<file path="src/sv/fca_pkg.sv">
// shared types, codes and constants of the channel aperture
package fca_pkg;

  localparam int unsigned VramAddrBits = 23;
  localparam int unsigned ApAddrBits   = 26;
  localparam int unsigned DataBits     = 32;

  localparam logic       KIND_READ  = 1'b0;
  localparam logic       KIND_WRITE = 1'b1;

  localparam logic [1:0] SIZE_BYTE = 2'd0;
  localparam logic [1:0] SIZE_HALF = 2'd1;
  localparam logic [1:0] SIZE_WORD = 2'd2;

  localparam logic [1:0] VIEW_LINEAR = 2'd0;
  localparam logic [1:0] VIEW_MASKED = 2'd1;
  localparam logic [1:0] VIEW_PAIR   = 2'd2;
  localparam logic [1:0] VIEW_LANE   = 2'd3;

  typedef enum logic [1:0] {
    ST_IDLE,
    ST_RUN,
    ST_DRAIN
  } state_e;

  typedef struct packed {
    logic                  kind;
    logic [1:0]            access_size;
    logic [ApAddrBits-1:0] address;
    logic [DataBits-1:0]   write_data;
  } item_t;

  typedef struct packed {
    logic                    we;
    logic                    re;
    logic [VramAddrBits-1:0] addr;
    logic [7:0]              wbyte;
  } mem_req_t;

  // index of the last byte transfer of an access
  function automatic logic [1:0] last_idx(input logic [1:0] size);
    logic [1:0] r;
    case (size)
      SIZE_BYTE: r = 2'd0;
      SIZE_HALF: r = 2'd1;
      default:   r = 2'd3;
    endcase
    return r;
  endfunction

endpackage

</file>
<file path="src/sv/fca_agen.sv">
// address and data generation for one byte transfer of an access
module fca_agen (
  input  logic               run_i,
  input  fca_pkg::item_t     item_i,
  input  logic [1:0]         idx_i,
  output fca_pkg::mem_req_t  req_o
);

  localparam int unsigned AW = fca_pkg::VramAddrBits;

  logic [fca_pkg::ApAddrBits-1:0] a;
  logic [1:0]                     k;
  logic [1:0]                     sh;
  logic [1:0]                     view;
  logic [AW-1:0]                  base;
  logic [3:0]                     step;
  logic [AW-1:0]                  off;
  logic                           masked;

  always_comb begin
    // a halfword is two single bytes, the second one decoded afresh
    if (item_i.access_size == fca_pkg::SIZE_HALF) begin
      a  = item_i.address + fca_pkg::ApAddrBits'(idx_i[0]);
      k  = 2'd0;
      sh = {1'b0, ~idx_i[0]};
    end else if (item_i.access_size == fca_pkg::SIZE_BYTE) begin
      a  = item_i.address;
      k  = 2'd0;
      sh = 2'd0;
    end else begin
      a  = item_i.address;
      k  = idx_i;
      sh = ~idx_i;
    end

    view = a[25:24];
    case (view)
      fca_pkg::VIEW_PAIR: begin
        base = {a[AW-2:0], a[23]};
        step = {1'b0, k, 1'b0};
      end
      fca_pkg::VIEW_LANE: begin
        base = {a[AW-3:0], a[23:22]};
        step = {k, 2'b00};
      end
      default: begin
        base = a[AW-1:0];
        step = {2'b00, k};
      end
    endcase
    off    = base + AW'(step);
    masked = (view == fca_pkg::VIEW_MASKED) && (off[1:0] == 2'b00);

    req_o.addr  = off;
    req_o.we    = run_i && (item_i.kind == fca_pkg::KIND_WRITE) && !masked;
    req_o.re    = run_i && (item_i.kind == fca_pkg::KIND_READ);
    req_o.wbyte = item_i.write_data[{sh, 3'b000} +: 8];
  end

endmodule

</file>
<file path="config.mk">
export PLATFORM = sky130hd
export DESIGN_NAME = fca_agen
export DESIGN_NICKNAME = d
export VERILOG_FILES = /design/src/sv/fca_pkg.sv /design/src/sv/fca_agen.sv
export SDC_FILE = /design/constraint.sdc
export NUM_CORES = 1
export LEC_CHECK = 0
export BUFFER_PORTS_ARGS = -buffer_cell sky130_fd_sc_hd__buf_2
export CAP_MARGIN = 20
export CORE_MARGIN = 2
export CORE_UTILIZATION = 35
export DETAILED_ROUTE_END_ITERATION = 10
export SLEW_MARGIN = 20
export SYNTH_ARGS = -nofsm -noshare
export SYNTH_HDL_FRONTEND = slang
export SYNTH_SLANG_ARGS = --single-unit
export TNS_END_PERCENT = 100
</file>
<file path="constraint.sdc">
create_clock -name vclk -period 4.9
set_input_delay 0.245 -clock vclk [all_inputs]
set_output_delay 0.245 -clock vclk [all_outputs]
set_load 0.005 [all_outputs]
</file>
==> tab_implementation.tex <==
\begin{tabular}{lr}
\hline
Metric & Value \\
\hline
\multicolumn{2}{l}{\textbf{Route}} \\
\quad Routed via count & roughly 2500 \\
\quad Detailed-route vias per instance & around 5.5 \\
\quad Total DRC errors in the routed layout & 0 \\
\quad DRT Pass-1 Iters & 4 \\
\quad Detailed router's first-iteration violation count & 130 \\
\quad Wirelength per Cell & about 14 um \\
\quad Number of antenna-violating nets in the routed design & 0 \\
\quad Total wirelength of the detailed-routed design & a little over 6000 um \\
\multicolumn{2}{l}{\textbf{Power}} \\
\quad Maximum vdd ir drop & about 0.035 mV \\
\quad Switch share & 51.9\% \\
\quad Combinational share of power & 100.0\% \\
\quad Net Switching & about 0.00011 W \\
\quad Leakage Power & $\sim$1.1 nW \\
\quad Reg power frac & 0\% \\
\quad Cell-internal power & approximately 0.00010 W \\
\quad Power per Cell Area & around 83 nW/um2 \\
\quad Fraction of power consumed by the clock network & 0\% \\
\quad Total power of the final layout & approximately 0.00021 W \\
\multicolumn{2}{l}{\textbf{STA}} \\
\quad Setup tns final & 0 ns \\
\quad Final hold viol count & 0 \\
\quad Number of max-slew violations in the final report & 0 \\
\quad Setup WS post-layout & approximately 0.4 ns \\
\quad Transition time at the pin with the least slew margin & 0.668 ns \\
\quad Share of the cycle needed by the critical path after routing & approximately 92\% \\
\quad F\_max & around 220 MHz \\
\quad Final critical delay including setup and external delays & 4.51 ns \\
\quad Final setup vio count & 0 \\
\quad Setup repair after global routing missed its margin & no \\
\quad Normalized max-slew margin & 55.4\% \\
\multicolumn{2}{l}{\textbf{Synthesis}} \\
\quad Cell type contributing the most total cell area after synthesis & xnor2\_1 \\
\quad Count of mapped cells out of synthesis & $\sim$280 \\
\quad Number of warnings printed during yosys synthesis & 0 \\
\quad Sequential area share after synthesis & 0\% \\
\quad Synth top cells by count & nand2\_1, xnor2\_1, a21oi\_1, nand3\_1, o21ai\_0 \\
\quad Average size of a mapped cell & roughly 7.1 um2 \\
\quad Summed instance area of the synthesized netlist & between 2000 and 2500 um2 \\
\quad Synth area leaders & xnor2\_1, mux4\_2, xor2\_1 \\
\quad Top cell type's share of synthesized area & roughly 10\% \\
\quad Most common cell in the netlist & nand2\_1 \\
\quad Total nets after synthesis & 355 \\
\quad Cell variety after synth & 62 \\
\multicolumn{2}{l}{\textbf{Run status}} \\
\quad Result of the run & finished, final reports clean \\
\multicolumn{2}{l}{\textbf{Hold path}} \\
\quad Number of cells on the worst hold path & 3 \\
\quad Hold/Removal Path Class & input port to output pin \\
\multicolumn{2}{l}{\textbf{Layout}} \\
\quad Sequential cell count & 0 \\
\quad Diodes inserted & 0 \\
\quad Total of fill cells in the finished design & 591 \\
\quad Clock buffer count in the final layout & 0 \\
\quad Share of cells above drive strength 1 & a little over a third \\
\quad Net count, final & 451 \\
\quad Area growth from synthesis to final layout & 27.2\% \\
\quad Area of all sequential standard cells & 0 um2 \\
\multicolumn{2}{l}{\textbf{Clock network}} \\
\quad Quantity of hold-fixing buffers added after cts & 0 \\
\quad Number of buffers inserted by post-CTS setup repair & 0 \\
\quad Cells resized by post-CTS repair & 0 \\
\multicolumn{2}{l}{\textbf{Critical path}} \\
\quad Critical path, cell by cell & buf\_2 -> ha\_1 -> ha\_1 -> nand3b\_4 -> or4\_4 -> or3\_1 -> nand2\_1 -> nand2\_1 -> a21oi\_1 -> a21oi\_1 -> ha\_1 -> a21o\_1 -> a21oi\_1 -> inv\_1 -> a21oi\_1 -> nor3\_1 -> nand3\_1 -> a21o\_2 -> xor2\_1 -> buf\_2 \\
\quad Worst path depth & 20 \\
\quad Endpoint required time on the critical path & around 4.7 ns \\
\quad Critical path's top delay family & simple AND/OR/NAND/NOR gates \\
\quad Count of buffer and inverter cells on the critical path & 3 \\
\quad Slowest cell on crit path & or4\_4 \\
\quad CP max FO & 10 \\
\quad Critical path's most frequent cell & a21oi\_1 \\
\quad Endpoint kind of the worst setup timing path & output pin \\
\quad Critical path type & input port to output pin \\
\quad Critical path's largest stage delay & roughly 0.50 ns \\
\quad Endpoint arrival time on the critical path & 4.27 ns \\
\quad Worst setup SP type & input port \\
\multicolumn{2}{l}{\textbf{GRT}} \\
\quad Total routing resource utilization after global routing & around a fifth \\
\quad Via count of the first global-routing pass & approximately 2200 \\
\quad Number of antenna violations at the first check in global routing & 0 \\
\quad Maximum number of pins on one net before global-route repair & 36 \\
\quad Final global-route overflow total & 0 \\
\quad Wire length of the first global-routing pass & about 10000 um \\
\multicolumn{2}{l}{\textbf{Floorplan}} \\
\quad Ports placed on the boundary & slightly below 100 \\
\quad Initial Util & between 30\% and 40\% \\
\quad Cell row count & 27 \\
\quad DIE HEIGHT & 80.1 um \\
\quad Area of the die & approximately 6400 um2 \\
\quad Die width & 80.1 um \\
\quad Placeable core region & between 5000 and 6000 um2 \\
\multicolumn{2}{l}{\textbf{Flow run}} \\
\quad Maximum capacitance violations & 0 \\
\multicolumn{2}{l}{\textbf{Place}} \\
\quad HPWL Detailed & $\sim$5400 um \\
\quad Final GP Congestion & about 0.85 \\
\quad Quantity of I/O buffers inserted on ports & 97 \\
\quad Worst setup slack after placement & 0.379 ns \\
\hline
\end{tabular}
## worst min-delay path, delay by kind of cell
| family | cells | cell delay [ns] |
|---|---|---|
| simple gates | 1 | 0.04 |
| buf+inv | 2 | 0.20 |
## power by group through the flow
stage | combinational [W] | sequential [W] | clock [W]
global placement | 0.000213 | 0 | 0
global route | 0.000238 | 0 | 0
finish | 0.000214 | 0 | 0
CTS | 0.000214 | 0 | 0
floorplan | 0.000129 | 0 | 0
detailed placement | 0.000213 | 0 | 0
## area by class of cell
type | count | area (um2) | share of cell area, %
multi-input cells | 268 | 1920 | 74.4
repair buffers | 107 | 561 | 21.7
well taps | 72 | 90.1 | 3.49
inverters | 3 | 11.3 | 0.436
## cells in the final DEF (no fill, tap or decap), types with 6 or more instances in the layout
master / synthesis / final
buf_4: 0 / 10
ha_1: 6 / 6
o211ai_1: 7 / 7
buf_2: 1 / 97
xor2_1: 17 / 17
nand3_1: 18 / 18
nor3_1: 13 / 13
a31oi_1: 7 / 7
a21oi_1: 20 / 20
nand4_1: 8 / 8
o21ai_0: 18 / 18
mux4_2: 8 / 8
nor2_1: 14 / 14
xnor2_1: 24 / 24
nand2_1: 39 / 39
## worst paths after layout
| check | slack [ns] | from | end |
|---|---|---|---|
| max | 0.39 | idx_i[0] | req_o[25] |
| min | 0.73 | item_i[60] | req_o[31] |
## layer usage
layer  up-vias  GRT usage (%)  wire, um  part of all wire (%)
li1       1260              -         -                     -
met1      1106           27.5      2890                    46
met2        91           32.8      2890                    46
met3         4          0.337       418                   6.7
met4         0          0.847        29                  0.47
met5         -              0         0                     0
## cells by family (layout without fill, tap and decap cells)
kind of cell             Yosys count  count (layout)  share of synthesized area [%]
AO/OA/AOI/OAI                     72              72                           22.4
XOR/XNOR                          41              41                           17.7
adder cells (fa/ha/maj)            7               7                           4.69
buffers and inverters             16             110                           5.61
multiplexers                      14              14                           12.0
AND/OR/NAND/NOR                  134             134                           37.7
## per-stage QoR
| stage | instance area (um2) | hold slack, ns | utilization (%) | instances |
|---|---|---|---|---|
| after detailed placement | 2580 | 0.736 | 46.5 | 450 |
| after floorplan | 2030 | 0.520 | - | 284 |
| final | 2580 | 0.728 | 46.6 | 450 |
| after global placement | 2580 | 0.722 | 46.5 | 450 |
| after global routing | 2580 | 0.750 | 46.6 | 450 |
| after CTS | 2580 | 0.735 | 46.5 | 450 |
No activity file was read; power rests on OpenSTA's default activity.
